File: src/hw/rtl/lik_pkg.sv
`timescale 1ns / 1ps
// ----------------------------------------------------------------------------
// lik_pkg
// shared types, constants and helper functions of the leg ik datapath
// ----------------------------------------------------------------------------
package lik_pkg;

    localparam int JOINTS_PER_LEG = 3;

    // isqrt chain: 64-bit radicand, one result bit per cell
    localparam int SQ_W     = 64;
    localparam int SQ_STEPS = 32;

    // cordic chain
    localparam int CD_STEPS = 31;
    localparam int ARG_W    = 48;   // atan2 argument width
    localparam int XY_W     = 45;   // rotated vector width
    localparam int Z_W      = 34;   // angle accumulator, 2^-30 rad
    localparam int NORM_MSB = 40;   // vector magnitude lands in [2^40, 2^41)

    localparam logic signed [Z_W-1:0] ANG_PI = 34'sd3373259426;

    // configuration register indexes
    localparam logic [2:0] REG_HIP_LENGTH   = 3'd0;
    localparam logic [2:0] REG_UPPER_LENGTH = 3'd1;
    localparam logic [2:0] REG_LOWER_LENGTH = 3'd2;
    localparam logic [2:0] REG_HIP_OFFSET0  = 3'd3;
    localparam logic [2:0] REG_HIP_OFFSET1  = 3'd4;
    localparam logic [2:0] REG_HIP_OFFSET2  = 3'd5;
    localparam logic [2:0] REG_HIP_OFFSET3  = 3'd6;

    typedef struct packed {
        logic [SQ_W-1:0] v;
        logic [SQ_W-1:0] r;
    } sq_t;

    typedef struct packed {
        logic signed [XY_W-1:0] x;
        logic signed [XY_W-1:0] y;
        logic signed [Z_W-1:0]  z;
        logic                   zero;
    } cd_t;

    // arctan(2^-i) in 2^-30 rad
    function automatic logic signed [Z_W-1:0] atan_entry(input logic [4:0] i);
        logic signed [Z_W-1:0] t;
        case (i)
            5'd0:    t = 34'sd843314857;
            5'd1:    t = 34'sd497837829;
            5'd2:    t = 34'sd263043837;
            5'd3:    t = 34'sd133525159;
            5'd4:    t = 34'sd67021687;
            5'd5:    t = 34'sd33543516;
            5'd6:    t = 34'sd16775851;
            5'd7:    t = 34'sd8388437;
            5'd8:    t = 34'sd4194283;
            5'd9:    t = 34'sd2097149;
            5'd31:   t = 34'sd0;
            default: t = $signed(34'd1 << (5'd30 - i));
        endcase
        return t;
    endfunction

    // index of the highest set bit, zero for a zero word
    function automatic logic [5:0] msb_pos(input logic [ARG_W-1:0] v);
        logic [5:0] p;
        p = '0;
        for (int i = 0; i < ARG_W; i++) begin
            if (v[i]) begin
                p = 6'(i);
            end
        end
        return p;
    endfunction

endpackage

File: src/hw/rtl/lik_sqrt_cell.sv
`timescale 1ns / 1ps
// ----------------------------------------------------------------------------
// lik_sqrt_cell
// one digit of a restoring integer square root, registered
// ----------------------------------------------------------------------------
module lik_sqrt_cell (
    input  logic          aclk,
    input  logic          en,
    input  logic [4:0]    step,
    input  lik_pkg::sq_t  d_in,
    output lik_pkg::sq_t  d_out
);
    import lik_pkg::*;

    logic [SQ_W-1:0] bit_w;
    logic [SQ_W-1:0] trial;
    sq_t             d_next;
    sq_t             d_reg;

    always_comb begin
        bit_w  = SQ_W'(1) << {(5'd31 - step), 1'b0};
        trial  = d_in.r + bit_w;
        d_next = d_in;
        if (d_in.v >= trial) begin
            d_next.v = d_in.v - trial;
            d_next.r = (d_in.r >> 1) + bit_w;
        end else begin
            d_next.r = d_in.r >> 1;
        end
    end

    always_ff @(posedge aclk) begin
        if (en) begin
            d_reg <= d_next;
        end
    end

    assign d_out = d_reg;

endmodule

File: config.mk
export PLATFORM = sky130hd
export DESIGN_NAME = lik_sqrt_cell
export DESIGN_NICKNAME = d
export VERILOG_FILES = /design/src/hw/rtl/lik_pkg.sv /design/src/hw/rtl/lik_sqrt_cell.sv
export SDC_FILE = /design/constraint.sdc
export NUM_CORES = 1
export LEC_CHECK = 0
export ABC_AREA = 1
export ABC_CLOCK_PERIOD_IN_PS = 4600
export BUFFER_PORTS_ARGS = -buffer_cell sky130_fd_sc_hd__buf_2
export CORE_UTILIZATION = 35
export DETAILED_ROUTE_END_ITERATION = 10
export GPL_ROUTABILITY_DRIVEN = 1
export HOLD_SLACK_MARGIN = 0.06
export PLACE_DENSITY = 0.58
export SETUP_SLACK_MARGIN = 0.3
export SYNTH_ARGS = -nofsm -noshare
export SYNTH_HDL_FRONTEND = slang
export SYNTH_SLANG_ARGS = --single-unit
File: constraint.sdc
create_clock -name aclk -period 4.6 [get_ports aclk]
set_input_delay 0.46 -clock aclk [delete_from_list [all_inputs] [get_ports aclk]]
set_output_delay 0.46 -clock aclk [all_outputs]
set_load 0.005 [all_outputs]
Yosys cells after proc, flatten, opt, wreduce, memory -nomap -nowiden

Cells that the tools add are included.

Add/subtract/negate cells: 4
$lt $le $gt $ge: 1
Shift-type cells: 1
Mux-type cells: 2

Operators with widths:

| kind                                                               | number |
|---|---|
| 63-bit by 64-bit adder with 64-bit output                          | 1 |
| 64-bit adder                                                       | 1 |
| 64-bit greater-or-equal comparator                                 | 1 |
| 64-bit 2-to-1 mux                                                  | 1 |
| 1-bit by 6-bit left shift with 64-bit output, first input constant | 1 |
| 64-bit subtractor                                                  | 1 |
| 63-bit 2-to-1 mux                                                  | 1 |
| 5-bit subtractor, first input constant                             | 1 |

Bits in registers: 128
Input port bits: 135
Output and inout port bits: 128
Logic and storage cells: 11

Logic depth before layout (Yosys ltp)

Word-level depth: 5
Gate-level depth with buffers: 35
Depth with buffers taken out: 32

Least setup slack after synthesis

Ideal clock, no wire load.

Kind: input port to flip-flop
Start: in step[4]
End: reg d_reg, in the netlist d_out[101] (data pin)
Setup time: 0.266 ns
Arrival: 4.086 ns
Data required time: 4.334 ns
Path slack: 0.248 ns
Stages on the path: 27
Buffers on the path: 4
Cells stage by stage: buf_2 buf_1 nor2_1 ha_1 nand2_1 o21ai_0 a21oi_1 a21boi_0 nor2_1 a211oi_1 nand2_1 nand2_1 nand2_1 ha_1 nand2_1 nor2_1 inv_1 nor2_1 nand2_1 nor2_1 nand3_1 nand3_4 inv_2 buf_6 buf_4 nand2_1 o21ai_1

RTL lines:

| what                 | RTL line            | RTL |
|---|---|---|
| start, declared      | lik_sqrt_cell.sv:9  | `input logic [4:0] step,` |
| end signal, assigned | lik_sqrt_cell.sv:34 | `d_reg <= d_next;` |
| end, declared        | lik_sqrt_cell.sv:18 | `sq_t d_reg;` |

==> parameters.txt <==
Parameter                              Value

Floorplan
  Horizontal die dimension    228.4 um
  Floorplan row count    82
  Initial Utilization    0.3562
  I/O Pins    263
  Core outline area    50380 sq um
  Die span in y    228.4 um
  Overall die area    52170 sq um

Route
  Routed via count    24218
  Final ANT Viol Nets    0
  1st-iter DRT viols    1868
  Drt via density    5.080
  Topmost layer with routed signal wires    met4
  Total length of routed met2 wires    41740 um
  Total met3 wirelength after detailed routing    4817 um
  DRC violation count after routing    0
  Sum of routed wire segments on met1    37890 um
  Final routed wirelength across all metal layers    90140 um
  Number of iterations in the first detailed-routing pass    6
  WL/cell    18.91 um

Synthesis
  Dominant synthesized flop cell    sky130_fd_sc_hd__edfxtp_1
  Avg Cell Area, Syn    5.902 sq um
  Register area share after synthesis    0.2142
  Count of warnings emitted by yosys    0
  Async S/R FF share, synth    0
  Top-count cell post-synth    sky130_fd_sc_hd__nand2_1
  Post-synthesis instance area    17940 sq um
  Largest cells by area after synthesis    sky130_fd_sc_hd__edfxtp_1 (21%), sky130_fd_sc_hd__nand2_1 (19%), sky130_fd_sc_hd__inv_1 (9.6%)
  Synthesized netlist net count    3302
  Number of storage elements in the synthesis netlist    128
  Number of distinct library cells after synthesis    47
  Count of flip-flops with a built-in enable after synthesis    128
  Area share of the leading cell type in the synthesized netlist    0.2142
  Number of instances in the synthesized netlist    3040
  Synth top cells by count    sky130_fd_sc_hd__nand2_1 (923), sky130_fd_sc_hd__inv_1 (458), sky130_fd_sc_hd__nor2_1 (441)
  Synth area leader    sky130_fd_sc_hd__edfxtp_1

Hold path
  Worst min path class    input pin to flip-flop
  Cells on Worst Hold Path    3
  Worst Hold Launch    d_in[68]
  Worst min-delay path endpoint    d_out[68]

Clock network
  Total number of H-tree levels    4
  Hold buffers post-CTS    0
  Clock-pin slew of the registers on the worst-case setup and hold paths    0.07 ns
  Cell at the root of the clock tree    sky130_fd_sc_hd__clkbuf_16
  Clock sinks    128
  Clock tree from TritonCTS    built
  Maximum clock path buffer count    2
  TritonCTS buffer count    17

Power
  Clock network power share    0.253
  Switching power share of the total    0.3740
  Pleak    13.69 nW
  Cell area power density    196.8 nW/um^2
  Sequential share of power    0.257
  Comb pwr share    0.490
  Net Sw Power    0.002223 W
  Peak supply drop    0.2177 mV
  Internal power    0.003721 W

Placed design
  DP HPWL    73040 um
  # port buffers    262
  Weighted congestion reported at the end of routability-driven placement    1.053
  Placed insts    4633

Layout
  Final Util    0.5995
  Layout overhead on the synthesized area    68.32%
  Area used by multi-input combinational logic    15250 sq um
  Final net count    4343
  Max reg flops    128
  Count of filler cells inserted in the layout    4829
  Final cell count without fillers    4767
  Layout cells sized above 1    0.4194
  Sequential cell area    3844 sq um

STA
  Worst relative slew slack    0.3672
  Slew at the pin closest to its max-slew limit    0.9373 ns
  Period Utilization, post-route    0.9524
  Unrepaired setup endpoints after global routing    yes
  Max Clk Rate    0.2282 GHz
  Count of final max-slew check failures    0
  Post-Route Setup TNS    0 ns
  Total of endpoints with negative setup slack in the final report    0
  Final hold viol count    0
  Minimum period implied by the final worst setup slack    4.381 ns

Setup path
  Slowest cell on the critical path    sky130_fd_sc_hd__ha_4
  Critical Path Source Type    input pin
  Maximum fanout along the worst path    7
  Arrival time of data at the critical path endpoint    4.62 ns
  Cell seen most often among critical-path stages    sky130_fd_sc_hd__buf_4
  Kind of critical path    input pin to flip-flop
  CP endpoint kind    flip-flop
  Worst path required time    4.84 ns
  CP max stage delay    0.29 ns

Global route
  First-pass GRT wire length    130100 um
  Congestion Overflow GR    0
  Antenna violations before repair    1
  Combined global-route utilization of all metal layers    0.3306
  Largest net degree at the start of global routing    70
  Vias in the first global route    23363

Run
  Max Cap Violations    0

Run status
  Status    completed
-- critical path, delay by kind of cell --
| kind | cells | cell delay [ns] |
|---|---|---|
| AND/OR/NAND/NOR | 15 | 1.67 |
| buffers and inverters | 13 | 1.46 |
| XOR/XNOR | 1 | 0.17 |
| adder cells (fa/ha/maj) | 2 | 0.52 |
| AO/OA/AOI/OAI | 2 | 0.30 |
-- kinds of logic after synthesis --
| family | Yosys count | synth area share |
|---|---|---|
| AOI/OAI and AO/OA | 501 | 0.1522 |
| and+or+nand+nor | 1689 | 0.3883 |
| adders and majority gates | 127 | 0.08898 |
| buffers and inverters | 495 | 0.1075 |
| DFF | 128 | 0.2142 |
| xor gates and xnor gates | 100 | 0.04881 |
-- layer usage --
layer,global-route usage,vias up
met5,0,-
met4,0.1854,0
met3,0.03580,255
met2,0.5551,919
met1,0.4124,11066
li1,-,11978
-- cell usage in the layout, fill, tap and decap left out, types with 22 or more instances in the layout --
cell type,synthesis,final
sky130_fd_sc_hd__nand3_1,160,134
sky130_fd_sc_hd__ha_4,0,62
sky130_fd_sc_hd__nor2_2,3,82
sky130_fd_sc_hd__nand2_4,0,25
sky130_fd_sc_hd__nand3b_1,44,44
sky130_fd_sc_hd__edfxtp_1,128,128
sky130_fd_sc_hd__ha_1,126,62
sky130_fd_sc_hd__nor2_4,0,59
sky130_fd_sc_hd__o21ai_2,1,38
sky130_fd_sc_hd__nor2_1,441,303
sky130_fd_sc_hd__inv_2,4,59
sky130_fd_sc_hd__nand2_1,923,770
sky130_fd_sc_hd__nand3_2,0,22
sky130_fd_sc_hd__o21ai_1,42,71
sky130_fd_sc_hd__buf_2,12,257
sky130_fd_sc_hd__buf_4,10,714
sky130_fd_sc_hd__buf_6,2,53
sky130_fd_sc_hd__nor3_1,51,29
sky130_fd_sc_hd__xor2_1,31,26
sky130_fd_sc_hd__a21oi_2,2,50
sky130_fd_sc_hd__nand2_2,3,131
sky130_fd_sc_hd__o21ai_0,207,136
sky130_fd_sc_hd__a21oi_1,168,111
sky130_fd_sc_hd__inv_1,458,396
sky130_fd_sc_hd__nand4_1,32,32
sky130_fd_sc_hd__xnor2_1,69,60
-- what timing repair did --
item | CTS | global route
resized for setup | 313 | 589
pin swaps | 93 | 219
gates cloned | 2 | 4
buffers inserted | 45 | 50
endpoints found under the setup margin | 128 | 128
-- metrics by stage --
step | worst slack, ns | total power [W] | area [sq um] | hold WS, ns
after floorplan | 0.3134 | 0.002595 | 17940 | 0.5725
after global routing | 0.06721 | 0.006225 | 30200 | 0.2705
after global placement | -0.7784 | 0.003912 | 25220 | 0.7640
final | 0.2188 | 0.005944 | 30200 | 0.2612
after CTS | 0.2651 | 0.005599 | 27370 | 0.2490
after detailed placement | -0.7479 | 0.003913 | 25220 | 0.7773
-- power by group through the flow --
| stage | registers [W] | clock network, W | logic, W |
|---|---|---|---|
| finish | 0.00153 | 0.00150 | 0.00291 |
| global route | 0.00154 | 0.00156 | 0.00312 |
| CTS | 0.00153 | 0.00152 | 0.00254 |
| detailed placement | 0.00155 | 0 | 0.00236 |
| global placement | 0.00155 | 0 | 0.00236 |
| floorplan | 0.00157 | 0 | 0.00102 |
-- final cells by class --
class	count	share of cell area
repair buffers	1054	0.2603
well taps	672	0.02784
diodes	1	0.00008286
multi-input cells	2417	0.5051
flip-flops and latches	128	0.1273
inverters	463	0.05896
clock inverters	15	0.006339
clock buffers	17	0.01409
-- how the worst max path moves through the flow --
stage             from  cells past startpoint         end
2_1_floorplan  step[4]                     29  d_out[101]
4_1_cts        step[3]                     35   d_out[38]
6_report       step[2]                     33  d_out[121]
3_3_place_gp   step[0]                     30   d_out[40]
3_5_place_dp   step[0]                     30   d_out[40]
5_1_grt        step[2]                     31   d_out[97]
Power figures use the tool's default switching activity.
