### config.mk
export PLATFORM = sky130hd
export DESIGN_NAME = lik_cordic_prep
export DESIGN_NICKNAME = d
export VERILOG_FILES = /design/src/hw/rtl/lik_pkg.sv /design/src/hw/rtl/lik_cordic_prep.sv
export SDC_FILE = /design/constraint.sdc
export NUM_CORES = 1
export LEC_CHECK = 0
export BUFFER_PORTS_ARGS = -buffer_cell sky130_fd_sc_hd__buf_4
export CORE_UTILIZATION = 35
export CTS_BUF_LIST = sky130_fd_sc_hd__clkbuf_4
export DETAILED_ROUTE_END_ITERATION = 12
export GPL_TIMING_DRIVEN = 0
export MAX_ROUTING_LAYER = met4
export PLACE_DENSITY = 0.56
export SYNTH_ARGS = -nofsm -noshare
export SYNTH_HDL_FRONTEND = slang
export SYNTH_SLANG_ARGS = --single-unit
export TNS_END_PERCENT = 30
### constraint.sdc
create_clock -name aclk -period 13.18 [get_ports aclk]
set_input_delay 1.318 -clock aclk [delete_from_list [all_inputs] [get_ports aclk]]
set_output_delay 1.318 -clock aclk [all_outputs]
set_load 0.02 [all_outputs]
### src/hw/rtl/lik_pkg.sv
`timescale 1ns / 1ps
// ----------------------------------------------------------------------------
// lik_pkg
// shared types, constants and helper functions of the leg ik datapath
// ----------------------------------------------------------------------------
package lik_pkg;

    localparam int JOINTS_PER_LEG = 3;

    // isqrt chain: 64-bit radicand, one result bit per cell
    localparam int SQ_W     = 64;
    localparam int SQ_STEPS = 32;

    // cordic chain
    localparam int CD_STEPS = 31;
    localparam int ARG_W    = 48;   // atan2 argument width
    localparam int XY_W     = 45;   // rotated vector width
    localparam int Z_W      = 34;   // angle accumulator, 2^-30 rad
    localparam int NORM_MSB = 40;   // vector magnitude lands in [2^40, 2^41)

    localparam logic signed [Z_W-1:0] ANG_PI = 34'sd3373259426;

    // configuration register indexes
    localparam logic [2:0] REG_HIP_LENGTH   = 3'd0;
    localparam logic [2:0] REG_UPPER_LENGTH = 3'd1;
    localparam logic [2:0] REG_LOWER_LENGTH = 3'd2;
    localparam logic [2:0] REG_HIP_OFFSET0  = 3'd3;
    localparam logic [2:0] REG_HIP_OFFSET1  = 3'd4;
    localparam logic [2:0] REG_HIP_OFFSET2  = 3'd5;
    localparam logic [2:0] REG_HIP_OFFSET3  = 3'd6;

    typedef struct packed {
        logic [SQ_W-1:0] v;
        logic [SQ_W-1:0] r;
    } sq_t;

    typedef struct packed {
        logic signed [XY_W-1:0] x;
        logic signed [XY_W-1:0] y;
        logic signed [Z_W-1:0]  z;
        logic                   zero;
    } cd_t;

    // arctan(2^-i) in 2^-30 rad
    function automatic logic signed [Z_W-1:0] atan_entry(input logic [4:0] i);
        logic signed [Z_W-1:0] t;
        case (i)
            5'd0:    t = 34'sd843314857;
            5'd1:    t = 34'sd497837829;
            5'd2:    t = 34'sd263043837;
            5'd3:    t = 34'sd133525159;
            5'd4:    t = 34'sd67021687;
            5'd5:    t = 34'sd33543516;
            5'd6:    t = 34'sd16775851;
            5'd7:    t = 34'sd8388437;
            5'd8:    t = 34'sd4194283;
            5'd9:    t = 34'sd2097149;
            5'd31:   t = 34'sd0;
            default: t = $signed(34'd1 << (5'd30 - i));
        endcase
        return t;
    endfunction

    // index of the highest set bit, zero for a zero word
    function automatic logic [5:0] msb_pos(input logic [ARG_W-1:0] v);
        logic [5:0] p;
        p = '0;
        for (int i = 0; i < ARG_W; i++) begin
            if (v[i]) begin
                p = 6'(i);
            end
        end
        return p;
    endfunction

endpackage

### src/hw/rtl/lik_cordic_prep.sv
`timescale 1ns / 1ps
// ----------------------------------------------------------------------------
// lik_cordic_prep
// two-stage atan2 front end: half-plane fold, then magnitude normalization
// ----------------------------------------------------------------------------
module lik_cordic_prep (
    input  logic                              aclk,
    input  logic                              en,
    input  logic signed [lik_pkg::ARG_W-1:0]  y_in,
    input  logic signed [lik_pkg::ARG_W-1:0]  x_in,
    output lik_pkg::cd_t                      d_out
);
    import lik_pkg::*;

    logic signed [ARG_W:0]  xe, ye, xn, yn, xs, ys;
    logic [ARG_W-1:0]       ax, ay, mx;
    logic signed [Z_W-1:0]  z0;

    logic signed [ARG_W:0]  xa_reg, ya_reg;
    logic signed [Z_W-1:0]  za_reg;
    logic                   zero_reg;
    logic [5:0]             pos_reg;
    cd_t                    d_next, d_reg;

    // fold the left half-plane onto the right one
    always_comb begin
        xe = (ARG_W+1)'(x_in);
        ye = (ARG_W+1)'(y_in);
        xn = xe;
        yn = ye;
        z0 = '0;
        if (x_in < 0) begin
            xn = -xe;
            yn = -ye;
            z0 = (y_in >= 0) ? ANG_PI : -ANG_PI;
        end
        ax = xn[ARG_W-1:0];
        ay = (yn < 0) ? ARG_W'(-yn) : yn[ARG_W-1:0];
        mx = (ay > ax) ? ay : ax;
    end

    always_ff @(posedge aclk) begin
        if (en) begin
            xa_reg   <= xn;
            ya_reg   <= yn;
            za_reg   <= z0;
            zero_reg <= (x_in == 0) && (y_in == 0);
            pos_reg  <= msb_pos(mx);
        end
    end

    // floor shifts right or plain shifts left
    always_comb begin
        if (pos_reg > 6'(NORM_MSB)) begin
            xs = xa_reg >>> (pos_reg - 6'(NORM_MSB));
            ys = ya_reg >>> (pos_reg - 6'(NORM_MSB));
        end else begin
            xs = xa_reg <<< (6'(NORM_MSB) - pos_reg);
            ys = ya_reg <<< (6'(NORM_MSB) - pos_reg);
        end
        d_next.x    = XY_W'(xs);
        d_next.y    = XY_W'(ys);
        d_next.z    = za_reg;
        d_next.zero = zero_reg;
    end

    always_ff @(posedge aclk) begin
        if (en) begin
            d_reg <= d_next;
        end
    end

    assign d_out = d_reg;

endmodule

# Word level (Yosys, flattened, before mapping)
# Cells that the tools add are included.
# totals
regBits,264
input_bits,98
word_cells,87
# classes
n_addsub,5
magnitude_cmp,5
shifts,4
mux,53
reduce_logical,7
# op_table
cell,count
$mux 6,30
$mux 49,2
$neg 48->49,2
$sshl 49x6->45,2
$sshr 49x6->45,2
$logic_not 48->1,2
$mux 48,2
$mux 45,2
$lt 49x1->1 const B,1
$ge 48x1->1 const B,1
$gt 48x48->1,1
$lt 48x1->1 const B,1
$neg 48->48,1
$mux 34,1
$mux 4,8
$reduce_or 16->1,1
$mux 3,4
$reduce_or 8->1,1
$gt 6x6->1 const B,1
$sub 6x6->6 const A,1
$sub 6x6->6 const B,1
$mux 2,2
$reduce_or 4->1,1
$mux 1,2
2 further kinds,2

# Logic depth before layout (Yosys ltp)
# Gate-level depths: netlist of the first run.
# logic_depth
word_depth,52
mapped_depth,38
depth_no_buf,28

# Worst setup path before layout of the first run
# Ideal clock, no wire load.
# synth_path
path_kind,input -> register
startpoint,input port x_in[47] (netlist name)
endpoint,register pos_reg[3] (data pin)
setup_ns,0.259
t_arrival_ns,9.338
required_ns,12.921
setup_slack_ns,3.583
path_stages,34
n_path_buf,13
path_cell_list,clkbuf_1 > clkbuf_1 > buf_1 > clkbuf_1 > clkbuf_1 > clkbuf_1 > clkbuf_1 > clkbuf_1 > clkbuf_1 > o21ai_0 > inv_1 > ha_1 > inv_1 > nor4_1 > nand2_1 > nor3_1 > nand3_1 > o21ai_0 > xnor2_1 > ha_1 > nand4_1 > nor4_1 > nand3_1 > or3_1 > o21ai_0 > and2_1 > clkbuf_1 > clkbuf_1 > buf_1 > clkbuf_1 > o21ai_0 > o32ai_4 > nand2_1 > a211o_1
# synth_via
elab_chain_len,43
elab_cells_between_ends,47
# synth_rtl
element,line_no,text
start: declaration,lik_cordic_prep.sv:10,"input logic signed [lik_pkg::ARG_W-1:0] x_in,"
$lt 48x1->1 (*),lik_cordic_prep.sv:32,if (x_in < 0) begin
$mux 49 (*),lik_cordic_prep.sv:32,
via yn[1],lik_cordic_prep.sv:15,"logic signed [ARG_W:0] xe, ye, xn, yn, xs, ys;"
$neg 48->48 / $lt 49x1->1 (equally long branches),lik_cordic_prep.sv:38,ay = (yn < 0) ? ARG_W'(-yn) : yn[ARG_W-1:0];
$mux 48 (*),lik_cordic_prep.sv:38,
$gt 48x48->1,lik_cordic_prep.sv:39,mx = (ay > ax) ? ay : ax;
$mux 48 (*),lik_cordic_prep.sv:39,
$mux 6 (29 in series),lik_pkg.sv:69,if (v[i]) begin
$mux 4 (8 in series),lik_pkg.sv:69,
end signal: assignment,lik_cordic_prep.sv:48,pos_reg <= msb_pos(mx);
end: declaration,lik_cordic_prep.sv:22,logic [5:0] pos_reg;
# Mark *: on every way through the listed nets, which the timed path passes. The rest lies on a longest branch.
# A chain may end at the register's enable or synchronous reset.

# Final worst setup path of the first run
# layout_path
startpoint,input port x_in[47] (netlist name)
endpoint,register pos_reg[0] (data pin)
# layout_via
elab_chain_len,52
elab_cells_between_ends,55
# layout_rtl
element,line_no
$lt 48x1->1 (*),lik_cordic_prep.sv:32
$mux 49 (*),lik_cordic_prep.sv:32
via yn[1],lik_cordic_prep.sv:15
$neg 48->48 / $lt 49x1->1 (equally long branches),lik_cordic_prep.sv:38
$mux 48 (*),lik_cordic_prep.sv:38
$gt 48x48->1,lik_cordic_prep.sv:39
$mux 48 (*),lik_cordic_prep.sv:39
$mux 1,lik_pkg.sv:69
$mux 6 (30 in series),lik_pkg.sv:69
$mux 4 (8 in series),lik_pkg.sv:69
$mux 3 (4 in series),lik_pkg.sv:69
$mux 2 (2 in series),lik_pkg.sv:69
$mux 1,lik_pkg.sv:69
# Marked as above.

==> results of run 1 <==
==> placed cells by master (no fill, tap or decap), types with 74 or more instances in the layout <==
cell	instances
buf_4	246
clkbuf_1	173
o21ai_0	358
nor2_1	316
mux2i_1	224
a21oi_1	229
mux2_2	76
inv_1	100
clkbuf_4	74
xnor2_1	78
edfxtp_1	202
nand2b_1	86
nand2_1	197
==> cells in the mapped netlist (all sizes together) (5+ instances only) <==
master,instances
o21ai,361
a211o,5
or3,34
o41ai,24
nand2b,86
nand2,197
and3,6
a211oi,45
a31oi,62
buf,87
edfxtp,202
nand4,22
nand3,53
clkbuf,178
o211ai,60
mux2,76
a221oi,7
inv,103
mux4,16
ha,56
nor2,316
xor2,62
o22ai,38
o311ai,7
o21a,10
and2,11
a41oi,5
nor4,30
a21oi,229
or4,29
a31o,5
o32ai,5
or2,17
nor3,40
nor2b,10
mux2i,224
o31ai,41
o221ai,31
nand3b,5
xnor2,78
a311oi,6
==> power breakdown <==
group / switching, mW / internal (mW) / total [mW] / leakage [nW]
Clock: 0.265 / 0.276 / 0.540 / 0.385
Combinational: 2.44 / 0.928 / 3.36 / 7.66
Sequential: 0.0584 / 0.836 / 0.894 / 2.01
==> layer usage <==
| metal | GRT usage (%) | vias to the layer above | share of wire [%] |
|---|---|---|---|
| met5 | - | - | 0 |
| met4 | 34.40 | 0 | 10 |
| met3 | 6.073 | 461 | 6.2 |
| met2 | 64.69 | 1428 | 46 |
| met1 | 44.73 | 12060 | 38 |
| li1 | - | 11510 | - |
==> cells by family after synthesis <==
family / share of synthesized area (%)
buffers and inverters: 6.696
AO/OA/AOI/OAI: 26.00
other: 0.01616
AND/OR/NAND/NOR: 17.88
flip-flops: 26.14
XOR/XNOR: 5.348
multiplexers: 14.90
adder cells (fa/ha/maj): 3.019
==> cell type report <==
class,instances,area share (%)
multi-input combinational,2363,58.63
sequential,202,22.77
timing repair buffer,217,6.219
buffer,265,4.369
tap,864,4.059
clock buffer,74,2.086
inverter,106,1.494
clock inverter,14,0.3288
antenna,4,0.03758
==> worst paths after layout <==
path	from	cells past startpoint	end
setup / recovery	x_in[47]	33	pos_reg[0]
hold / removal	za_reg[1]	0	d_out[2]
setup reg to reg	pos_reg[0]	12	d_out[122]
hold reg to reg	za_reg[1]	0	d_out[2]
==> critical path: cells and delay by family <==
family	cells	cell delay, ns
buf+inv	14	5.34
compound gates	8	2.70
fa+ha+maj	2	0.50
simple gates	9	3.16
==> metrics.md, run 1 <==
| Metric | Value |
|---|---|
| Vias | 25460 |
| Fin. Hold Viols | 0 |
| Placed cells | approximately 4000 |
| Cell Rows | 94 |
| # setup viols final | 0 |
| LEAKAGE | roughly 10 nW |
| Synth warn | 0 |
| Fmax | between 70 and 80 MHz |
| Power Density | 180.1 nW/um^2 |
| Max VDD drop | 0.00006840 V |
| Die area | 67340 sq um |
| Top post-synthesis cells by area | edfxtp_1, mux2i_1, o21ai_0, nor2_1, a21oi_1 |
| WL per Instance | ~33 um |
| Hold-fix buffers at CTS | 0 |
| Cell type with the largest total area after synthesis | edfxtp_1 |
| Worst hold-check path type | flip-flop to flip-flop |
| DPL Wire Length | 114.9 mm |
| DRT iter0 DRCs | 2903 |
| Crit. End Element | flip-flop |
| Post-synth top area share | a little over a quarter |
| Sequential share of the synthesized area | 26.14% |
| Ys async rst share | 0% |
| Final WS setup | 0.6779 ns |
| Register Area | 6066 sq um |
| Gr ovfl total | 0 |
| Die width | 259.5 um |
| Max Cap Viol | 0 |
| Initial antenna violation count | 4 |
| Final min period | 12.50 ns |
| Delay of the slowest cell on the worst path | 0.76 ns |
| EDFF count, synth | 202 |
| #FFs+latches synth | 202 |
| Core area | 65630 sq um |
| IO Port Bufs | 216 |
| Num CTS Buffers | 51 |
| Layout net count | 3360 |
| Worst reg2reg setup slack | 6.56 ns |
| Area growth, synth to finish | 14.77% |
| WS Path Type | primary input to flip-flop |
| Total negative slack | 0 ns |
| Via density | around 6.2 |
| Slew at the pin closest to its max-slew limit | 1.464 ns |
| Io pins | 223 |
| CTS tree | done |
| Startpoint type of the worst setup path | primary input |
| CTS Root Cell | clkbuf_4 |
| Antenna-violating nets left | 0 |
| First-pass GRT wire length | 188.0 mm |
| Share of cells above drive strength 1 | around 15% |
| RSZ-0062 raised after global routing | no |
| CTS clk-pin slew, worst paths | 0.06 ns |
| Layout Cells excl Fill | just over 4000 |
| Final core utilization | between 40% and 50% |
| Starting Density | 35.36% |
| Clock Path Buffers | 3 |
| Max FFs per register | 94 |
| Die Ht | between 200 and 300 um |
| Slew headroom | 1.932% |
| Final wirelength | ~140 mm |
| Unique cell type count in the Yosys netlist | 86 |
| CP Max Fanout | 10 |
| Clock skew | 0.05545 ns |
| Setup bufs post-CTS | 0 |
| DRC violations left | 0 |
| Slew Viols, Final | 0 |
| Synth Flop Type | edfxtp_1 |
| Number of global-route vias before repair | between 20000 and 25000 |
| TritonRoute pass-1 iters | 7 |
| Worst EP arrival | 13.11 ns |
| Dpl ws | -2.092 ns |
| Synth Area per Inst | 7.907 sq um |
| Status | completed |
| Final instance area | roughly 27000 sq um |
| H-Tree Depth | 2 |
| Cell mode on critical path | clkbuf_2 |
| Clk Latency, worst-skew pair | 0.82 ns |
| Worst path required time | 13.79 ns |
| Fill cells | 7050 |
| Mapped Area | 23210 sq um |
| GPL Wtd Cong | approximately 1.1 |
| Fin crit share | a little over nine tenths |
| Resized cells post-CTS | 5 |
| Synth Instances | approximately 2900 |
| WHS | 0.4188 ns |
| Power Total | ~4.8 mW |
| Sink Count | 202 |
| Overall Global Routing Usage | around two fifths |
| Multi-input logic area | 15620 sq um |
| Slowest-stage cell, CP | nor4_1 |
| Largest net degree at the start of global routing | 116 |
| Placed inst area | 25950 sq um |
Power figures use the tool's default switching activity.
==> inputs of run 2 (changes only) <==
- ABC_AREA: default -> 1
==> run 2 against run 1 <==
Maximum frequency is 28% higher. Clock skew rose by 0.0058 ns. Via count rose by 3.8%. Sequential share of layout area rose by 0.29 points. Power down 12%. Sequential cell count did not move. Routed wire length down 6.6%. Critical path type unchanged. Largest cell class unchanged.
==> metrics.md, run 2 <==
| Metric | Value |
|---|---|
| Status | completed |
| R2R cell count | 16 (+4) |
| GPL Wtd Cong | 1.086 (-3.6%) |
| CTS clk-pin slew, worst paths | 0.08 ns (+0.02 ns) |
| RSZ-0062 raised after global routing | no |
| Sw Share | 56.88% (-0.62 points) |
| Cell mode on critical path | nand2_1 |
| Max VDD drop | 0.00006727 V (-1.7%) |
| #FFs+latches synth | 202 (unchanged) |
| Layout Cells excl Fill | 4813 (+17%) |
| Worst path required time | 13.74 ns (-0.05 ns) |
| Via density | 5.491 (-11%) |
| Max Cap Viol | 0 (unchanged) |
| Sequential share of the synthesized area | 26.62% (+0.48 points) |
| Cell with the most instances after synthesis | nand2_1 |
| Die area | 66130 sq um (-1.8%) |
| Fin. Hold Viols | 0 (unchanged) |
| Share of cells above drive strength 1 | 10.33% (-4.7 points) |
| Core area | 64350 sq um (-2.0%) |
| Worst hold endpoint | d_out[32] |
| Overall Global Routing Usage | 38.52% (-2.1 points) |
| WS Path Type | primary input to flip-flop |
| Placed cells | 4705 (+17%) |
| Delay of the slowest cell on the worst path | 0.48 ns (-0.28 ns) |
| Reg-to-reg endpoint | d_out[119] |
| DRT iter0 DRCs | 2873 (-1.0%) |
| Num CTS Buffers | 54 (+5.9%) |
| Number of global-route vias before repair | 25230 (+2.6%) |
| Die Ht | 257.2 um (-0.90%) |
| Most common cell after layout, fill and taps aside | nand2_1 |
| Synth Area per Inst | 6.283 sq um (-21%) |
| Global route hottest layer | met2 |
| Synth warn | 0 (unchanged) |
| Final instance area | 26310 sq um (-1.2%) |
| Mapped Area | 22790 sq um (-1.8%) |
| Global-route track usage on met1 | 44.23% (-0.51 points) |
| Fmax | 102.0 MHz (+28%) |
| Hold-fix buffers at CTS | 0 (unchanged) |
| Met2 GRT Util | 62.02% (-2.7 points) |
| Worst hold-check path type | flip-flop to flip-flop |
| Psw | 2.390 mW (-13%) |
| Commonest non-fill, non-tap cells in the layout | nand2_1, o21ai_0, inv_1 |
| Gr ovfl total | 0 (unchanged) |
| Layout net count | 4060 (+21%) |
| Slew headroom | 3.328% (+1.4 points) |
| Initial antenna violation count | 3 (-1) |
| Worst reg2reg setup slack | 5.78 ns (-0.78 ns) |
| Clock skew | 0.06125 ns (+0.005807 ns) |
| Area growth, synth to finish | 15.44% |
| Resized cells post-CTS | 0 (-5) |
| First-pass GRT wire length | 179.0 mm (-4.8%) |
| Cell type with the largest total area after synthesis | edfxtp_1 |
| CTS tree | done |
| Clk Latency, worst-skew pair | 0.84 ns (+0.02 ns) |
| Met3 GRT Util | 4.659% (-1.4 points) |
| Die width | 257.2 um (-0.90%) |
| Startpoint type of the worst setup path | primary input |
| Worst EP arrival | 10.36 ns (-2.75 ns) |
| LEAKAGE | 12.10 nW (+20%) |
| Slowest-stage cell, CP | nor3_1 |
| Starting Density | 35.41% (+0.050 points) |
| Top post-synthesis cells by area | edfxtp_1, nand2_1, o21ai_0, inv_1, a21oi_1 |
| Fin crit share | 74.39% (-20 points) |
| CP Max Fanout | 10 (unchanged) |
| IO Port Bufs | 221 (+2.3%) |
| Final wirelength | 126.6 mm (-6.6%) |
| Setup bufs post-CTS | 0 (unchanged) |
| Antenna-violating nets left | 0 (unchanged) |
| Slew Viols, Final | 0 (unchanged) |
| Unique cell type count in the Yosys netlist | 57 (-34%) |
| Cell Rows | 93 (-1.1%) |
| Largest net degree at the start of global routing | 114 (-1.7%) |
| H-Tree Depth | 2 (unchanged) |
| TritonRoute pass-1 iters | 9 (+2) |
| Total negative slack | 0 ns (unchanged) |
| Synth Instances | 3627 (+24%) |
| Synth Flop Type | edfxtp_1 |
| Power Density | 159.8 nW/um^2 (-11%) |
| Most common library cells after synthesis | nand2_1, o21ai_0, inv_1 |
| Hold Path Depth | 0 (unchanged) |
| Sink Count | 202 (unchanged) |
| Ys async rst share | 0% (unchanged) |
| Final min period | 9.804 ns (-2.698 ns) |
| Crit. End Element | flip-flop |
| Worst r2r src | pos_reg[0] |
| Clock Path Buffers | 3 (unchanged) |
| Io pins | 223 (unchanged) |
| EDFF count, synth | 202 (unchanged) |
| Max FFs per register | 94 (unchanged) |
| Vias | 26430 (+3.8%) |
| # setup viols final | 0 (unchanged) |
| Clock network power share | 14.1% (+2.8 points) |
| WL per Instance | 26.30 um (-20%) |
| Post-synth top area share | 26.62% (+0.48 points) |
| Placed inst area | 25550 sq um (-1.5%) |
| Worst Min Path Start | za_reg[31] |
| CTS Root Cell | clkbuf_4 |
| Slew at the pin closest to its max-slew limit | 1.435 ns (-0.02928 ns) |
| Flop pwr share | 20.7% (+2.1 points) |
| Combinational share of power | 65.2% (-4.9 points) |
| DRC violations left | 0 (unchanged) |
| Internal power | 1.812 mW (-11%) |
| DPL Wire Length | 108.8 mm (-5.4%) |
run 2: cell types whose count changed after synthesis, moves of 46 or more:
cell | before | now
a31oi_1 | 61 | 12
inv_1 | 100 | 436
o21ai_0 | 358 | 610
nor2_1 | 316 | 243
mux2i_1 | 224 | 56
xor2_1 | 60 | 106
xnor2_1 | 78 | 28
nand2b_1 | 86 | 0
nand2_1 | 197 | 970
mux2_2 | 76 | 0
run 2: area by class of cell:
type                       count  area (sq um)
fill                        7236         38040
multi-input combinational   2725         13970
sequential                   202          6066
timing repair buffer         222          1694
inverter                     449          1685
buffer                       252          1070
tap                          855          1070
clock buffer                  78         585.6
clock inverter                20         140.1
antenna                       10         25.02
run 2: cell families (layout without fill, tap and decap cells):
| kind of cell | Yosys count | in the layout | share of synthesized area [%] |
|---|---|---|---|
| adders and majority gates | 56 | 56 | 3.075 |
| muxes | 56 | 56 | 2.460 |
| AOI/OAI and AO/OA | 1061 | 1061 | 25.36 |
| other | 1 | 12 | 0.01646 |
| xor gates and xnor gates | 135 | 135 | 5.222 |
| and+or+nand+nor | 1415 | 1415 | 25.15 |
| buffers and inverters | 701 | 1021 | 12.09 |
| DFF | 202 | 202 | 26.62 |
run 2: routing by layer:
metal | vias to the layer above | wire, um
met3 | 365 | 7961
met4 | 0 | 11230
met5 | - | 0
li1 | 12650 | -
met1 | 12110 | 49290
met2 | 1304 | 58080
run 2: how the worst max path moves through the flow:
stage,cells past startpoint,startpoint,slack [ns],endpoint
floorplan,60,y_in[0],5.30,pos_reg[0]
finish,44,y_in[0],3.38,pos_reg[5]
global placement,44,y_in[0],2.56,pos_reg[5]
global route,44,y_in[0],2.68,pos_reg[5]
CTS,44,y_in[0],3.40,pos_reg[5]
detailed placement,44,y_in[0],2.58,pos_reg[5]
run 2: stage by stage:
step	hold slack (ns)	power (mW)	setup WS [ns]	utilization (%)
6_report	0.4204	4.203	3.376	40.88
5_1_grt	0.4257	4.391	2.680	40.87
4_1_cts	0.4226	4.100	3.405	40.84
3_5_place_dp	0.4063	3.496	2.584	39.71
3_3_place_gp	0.4010	3.520	2.559	39.66
2_1_floorplan	0.4003	2.332	5.296	-
run 2: critical path: cells and delay by family:
family,cells,cell delay [ns]
xor+xnor,1,0.19
fa+ha+maj,2,0.59
buf+inv,12,2.91
compound gates,4,0.85
simple gates,25,4.47
run 2: power by group through the flow:
stage / Sequential, mW / Combinational [mW] / Clock [mW]
after detailed placement: 0.882 / 2.61 / 0
after floorplan: 0.925 / 1.41 / 0
after global placement: 0.882 / 2.64 / 0
final: 0.869 / 2.74 / 0.593
after CTS: 0.868 / 2.62 / 0.608
after global routing: 0.877 / 2.88 / 0.635
